===== src/design/fbpa_pkg.sv =====
// ----------------------------------------------------------------------------
// fbpa_pkg
// Shared types and constants of the fixed block pool allocator.
// ----------------------------------------------------------------------------
package fbpa_pkg;

    localparam int ADDR_W    = 32;   // addresses, sizes
    localparam int SIZE_W    = 16;   // block size
    localparam int CNT_W     = 9;    // block count, free count
    localparam int STORE_W   = 24;   // stored block offset
    localparam int SPAN_W    = SIZE_W + CNT_W;  // pool span in bytes
    localparam int CFG_IDX_W = 2;

    // config register indexes
    localparam logic [CFG_IDX_W-1:0] REG_POOL_BASE   = 2'd0;
    localparam logic [CFG_IDX_W-1:0] REG_BLOCK_SIZE  = 2'd1;
    localparam logic [CFG_IDX_W-1:0] REG_BLOCK_COUNT = 2'd2;

    // request kinds
    localparam logic KIND_ALLOC = 1'b0;
    localparam logic KIND_FREE  = 1'b1;

    // reset values of the config registers
    localparam logic [ADDR_W-1:0] RST_POOL_BASE   = 32'd0;
    localparam logic [SIZE_W-1:0] RST_BLOCK_SIZE  = 16'd32;
    localparam logic [CNT_W-1:0]  RST_BLOCK_COUNT = 9'd256;

    // controller -> datapath
    typedef struct packed {
        logic load;   // capture request
        logic eval;   // evaluate, update stack
        logic emit;   // load result registers
    } t_cmd;

    // datapath -> controller
    typedef struct packed {
        logic alloc_hit;  // accepted allocate, needs a stack read
    } t_status;

endpackage


===== src/design/fbpa_ctrl.sv =====
// ----------------------------------------------------------------------------
// fbpa_ctrl
// Request sequencer: idle, evaluate, stack lookup.
// ----------------------------------------------------------------------------
module fbpa_ctrl (
    input  logic              i_clk,
    input  logic              i_rst_n,
    input  logic              start,
    output logic              busy,
    input  fbpa_pkg::t_status i_status,
    output fbpa_pkg::t_cmd    o_cmd
);
    localparam logic [1:0] S_IDLE = 2'd0;
    localparam logic [1:0] S_EVAL = 2'd1;
    localparam logic [1:0] S_LOOK = 2'd2;

    logic [1:0] r_state;
    logic [1:0] n_state;

    always_comb begin
        n_state = r_state;
        unique case (r_state)
            S_IDLE: begin
                if (start) n_state = S_EVAL;
            end
            S_EVAL: begin
                n_state = i_status.alloc_hit ? S_LOOK : S_IDLE;
            end
            S_LOOK: begin
                n_state = S_IDLE;
            end
            default: begin
                n_state = S_IDLE;
            end
        endcase
    end

    always_ff @(posedge i_clk) begin
        if (!i_rst_n) begin
            r_state <= S_IDLE;
        end else begin
            r_state <= n_state;
        end
    end

    assign busy       = (r_state != S_IDLE);
    assign o_cmd.load = start && (r_state == S_IDLE);
    assign o_cmd.eval = (r_state == S_EVAL);
    // rejects and frees finish in eval; accepted allocates wait for RAM data
    assign o_cmd.emit = ((r_state == S_EVAL) && !i_status.alloc_hit) ||
                        (r_state == S_LOOK);

endmodule


===== config.mk =====
export PLATFORM = sky130hd
export DESIGN_NAME = fbpa_ctrl
export DESIGN_NICKNAME = d
export VERILOG_FILES = /design/src/design/fbpa_pkg.sv /design/src/design/fbpa_ctrl.sv
export SDC_FILE = /design/constraint.sdc
export NUM_CORES = 1
export LEC_CHECK = 0
export ABC_AREA = 1
export BUFFER_PORTS_ARGS = -buffer_cell sky130_fd_sc_hd__buf_4
export CELL_PAD_IN_SITES_DETAIL_PLACEMENT = 0
export CELL_PAD_IN_SITES_GLOBAL_PLACEMENT = 1
export CORE_AREA = 3 3 40 42
export DETAILED_ROUTE_END_ITERATION = 10
export DIE_AREA = 0 0 43 45
export PLACE_DENSITY = 0.42
export SLEW_MARGIN = 20
export SYNTH_ARGS = -nofsm -noshare
export SYNTH_HDL_FRONTEND = slang
export SYNTH_SLANG_ARGS = --single-unit

===== constraint.sdc =====
create_clock -name i_clk -period 0.8 [get_ports i_clk]
set_input_delay 0.24 -clock i_clk [delete_from_list [all_inputs] [get_ports i_clk]]
set_output_delay 0.24 -clock i_clk [all_outputs]
set_load 0.03 [all_outputs]

Word level (Yosys, flattened, before mapping)
Index checks and enable logic that the tools add are counted. Widths: inputs -> output; s select.

Mux-type cells: 3. Eq/ne operators: 3. Reduce and logical (&&, ||, !) cells: 6.

Operator list (number): $mux 2 (2); $pmux 2 s2 (1); $eq 2x1->1 const B (1); $eq 2x2->1 const B (1); $logic_and 1x1->1 (2); $logic_not 2->1 (1); $ne 2x2->1 const B (1); $reduce_bool 2->1 (1); $logic_not 1->1 (1); $logic_or 1x1->1 (1).

Bits in registers: 2. Input bits: 4. Word-level logic and storage cells: 13. Output and inout port bits: 4.

Longest topological paths before layout
Word-level depth: 3. Depth in mapped cells: 3. Mapped depth without buffers: 3.

Worst setup path before layout
Ideal clock, no wire load.

Path type: reg2out. Start point: register r_state[0]. End point: output o_cmd[1] (netlist name). Stages on the path, launching flop included: 3. Path buffers: 0. Arrival: 819 ps. Required time: 560 ps. Setup slack: -259 ps. Path through: dfxtp_1 inv_1 nor2_1.

RTL lines: start, declared (RTL line fbpa_ctrl.sv:17) `logic [1:0] r_state;`; start signal, assigned (RTL line fbpa_ctrl.sv:42) `r_state <= n_state;`; end, declared (RTL line fbpa_ctrl.sv:11) `output fbpa_pkg::t_cmd o_cmd`.

==> results_dict.tcl <==
set metrics [dict create \
    max_freq_ghz 0.8480 \
    min_from "i_rst_n" \
    worstSetupPathType "reg2out" \
    cts_made_buffers 3 \
    finalInstanceArea_um2 281.5 \
    violations "negative setup slack" \
    arrival_ns 0.94 \
    dpl_cell_area_um2 230.2 \
    synth_fp_nets 20 \
    setup_viol 5 \
    startpoint_type "flip-flop" \
    avgRoutedWirePerCell_um 6.956 \
    die_area_um2 1935 \
    yosysUniqueCellTypes 8 \
    r2r-start "r_state[0]$_SDFFE_PN0P_" \
    row_count 13 \
    layout_setup_ws_ns -0.3792 \
    cellPowerDensity_nw_per_um2 1605 \
    hold_path_class "in2reg" \
    drt_first_iter_violations 1 \
    stdcell_count 45 \
    largest_reg_flops 2 \
    status "complete, but fails checks" \
    postSynthCellCount 16 \
    insertion_delay_ns 0.22 \
    r2r_slack_ns -0.01 \
    drtPass1Iterations 2 \
    io_buffers 7 \
    tightest_slew_ns 0.1336 \
    rsz0062_at_grt "true" \
    cp_max_fo 3 \
    initial_core_util 0.08569 \
    fp.dieW_um 43 \
    routed_wirelength_um 313 \
    gp_congestion 0.6124 \
    diodes 0 \
    ios 8 \
    clock_sinks 2 \
    top_register "r_state" \
    ys_seq_area_frac 0.3636 \
    root_buffer "clkbuf_4" \
    num_vias 143 \
    yosys_warnings 0 \
    end_kind "output pin" \
    maxSlewViolCount 0 \
    largest_registers "r_state: 2 flops" \
    grt_max_degree 6 \
    final_antenna_net_count 0 \
    multiInputGateArea_um2 73.82 \
    skew_ns 0.001850 \
    p_leak_nw 0.1350 \
    nNetsFinal 36 \
    post-place-ws_ns -0.1990 \
    drc_errors 0 \
    max-vdd-ir-drop_mv 0.5267 \
    grt_overflow_total 0 \
    clkSlewWorstSetupHoldPaths_ns 0.03 \
    n_fill_cell 140 \
    fin_crit_ns 1.179 \
    seq_area_um2 47.55 \
    tns_ns -1.425 \
    grt_pass1_wl_um 648 \
    dp_cells 42 \
    crit_required_ns 0.56 \
    place_hpwl_um 264.9 \
    fp.dieH_um 45 \
    antenna_found_initial 0 \
    startpoint "r_state[0]$_SDFFE_PN0P_" \
    grt.total_usage 0.05071 \
    synth-seq-cells 2 \
    cts_tree "built" \
    viasPerCell 3.178 \
    syn2layout_area_growth_pct 155.7 \
    syn_area_um2 110.1 \
    htree_levels 1 \
    finalHoldViolations 0 \
    relSlewSlack 0.9104 \
    drive_above_1_share 0.9000 \
    coreArea_um2 1285 \
    period_share 1.474 \
    grt_pass1_vias 161 \
    clock_path_buffers 2 \
    syn_avg_cell_area_um2 6.882 \
    holdWs_ns 0.2577 \
    cap_violations 0 \
]
==> synth_stat cells (all sizes together) <==
master / n / area share
dfxtp: 2 / 0.36
inv: 5 / 0.17
nand2: 4 / 0.16
nand3b: 1 / 0.068
nor2: 3 / 0.15
nor3: 1 / 0.091
==> metrics by stage <==
step | power, W | util
final | 0.0004519 | 0.2191
after global routing | 0.0004897 | 0.2191
after CTS | 0.0004682 | 0.2152
after detailed placement | 0.0002234 | 0.1792
after global placement | 0.0002209 | 0.1792
after floorplan | 0.0001727 | -
==> power by group <==
part	total, W	switching (W)	internal (W)
Combinational	0.000127	0.0000640	0.0000627
Sequential	0.000108	0.00000692	0.000102
Clock	0.000217	0.0000518	0.000165
Total	0.000452	0.000123	0.000329
==> area by class of cell <==
class,count,share of cell area
Multi-Input combinational cell,9,0.2622
Clock buffer,3,0.08000
Tap cell,15,0.06667
Inverter,5,0.07556
Sequential cell,2,0.1689
Timing Repair Buffer,11,0.3467
==> worst max-delay path: stages (launching register included) <==
cell     delay (ns)
dfxtp_4        0.35
nor2_4         0.13
nand2_2        0.08
inv_4          0.05
buf_6          0.12
==> placed cells by master, fill, tap and decap left out <==
cell / count
buf_4: 7
buf_6: 4
clkbuf_4: 3
dfxtp_4: 2
inv_1: 1
inv_2: 3
inv_4: 1
nand2_1: 1
nand2_2: 2
nand2_4: 1
nand3b_1: 1
nor2_2: 1
nor2_4: 2
nor3_2: 1
==> final timing paths <==
path / end / cells past startpoint
min: r_state[0]$_SDFFE_PN0P_ / 3
max reg2reg: r_state[0]$_SDFFE_PN0P_ / 4
min reg2reg: r_state[1]$_SDFFE_PN0P_ / 2
max: o_cmd[2] / 4
==> timing repair <==
action	4_1_cts	5_1_grt
hold endpoints to repair	0	0
cloned	0	0
resized for setup	8	3
buffers inserted	0	0
hold buffers	0	0
pin swaps	1	2
endpoints found under the setup margin	6	6
==> layer usage <==
| metal | wire length [µm] | vias up | GRT usage |
|---|---|---|---|
| met2 | 122 | 8 | 0.05689 |
| met5 | 0 | - | 0 |
| met1 | 139 | 61 | 0.05516 |
| li1 | - | 74 | - |
| met3 | 51 | 0 | 0.05179 |
| met4 | 0 | 0 | 0.03614 |
==> cells by family after synthesis <==
kind of cell / after synthesis / share of synthesized area
AND/OR/NAND/NOR: 9 / 0.4659
flip-flops: 2 / 0.3637
buffers and inverters: 5 / 0.1705
Power figures use the tool's default switching activity.
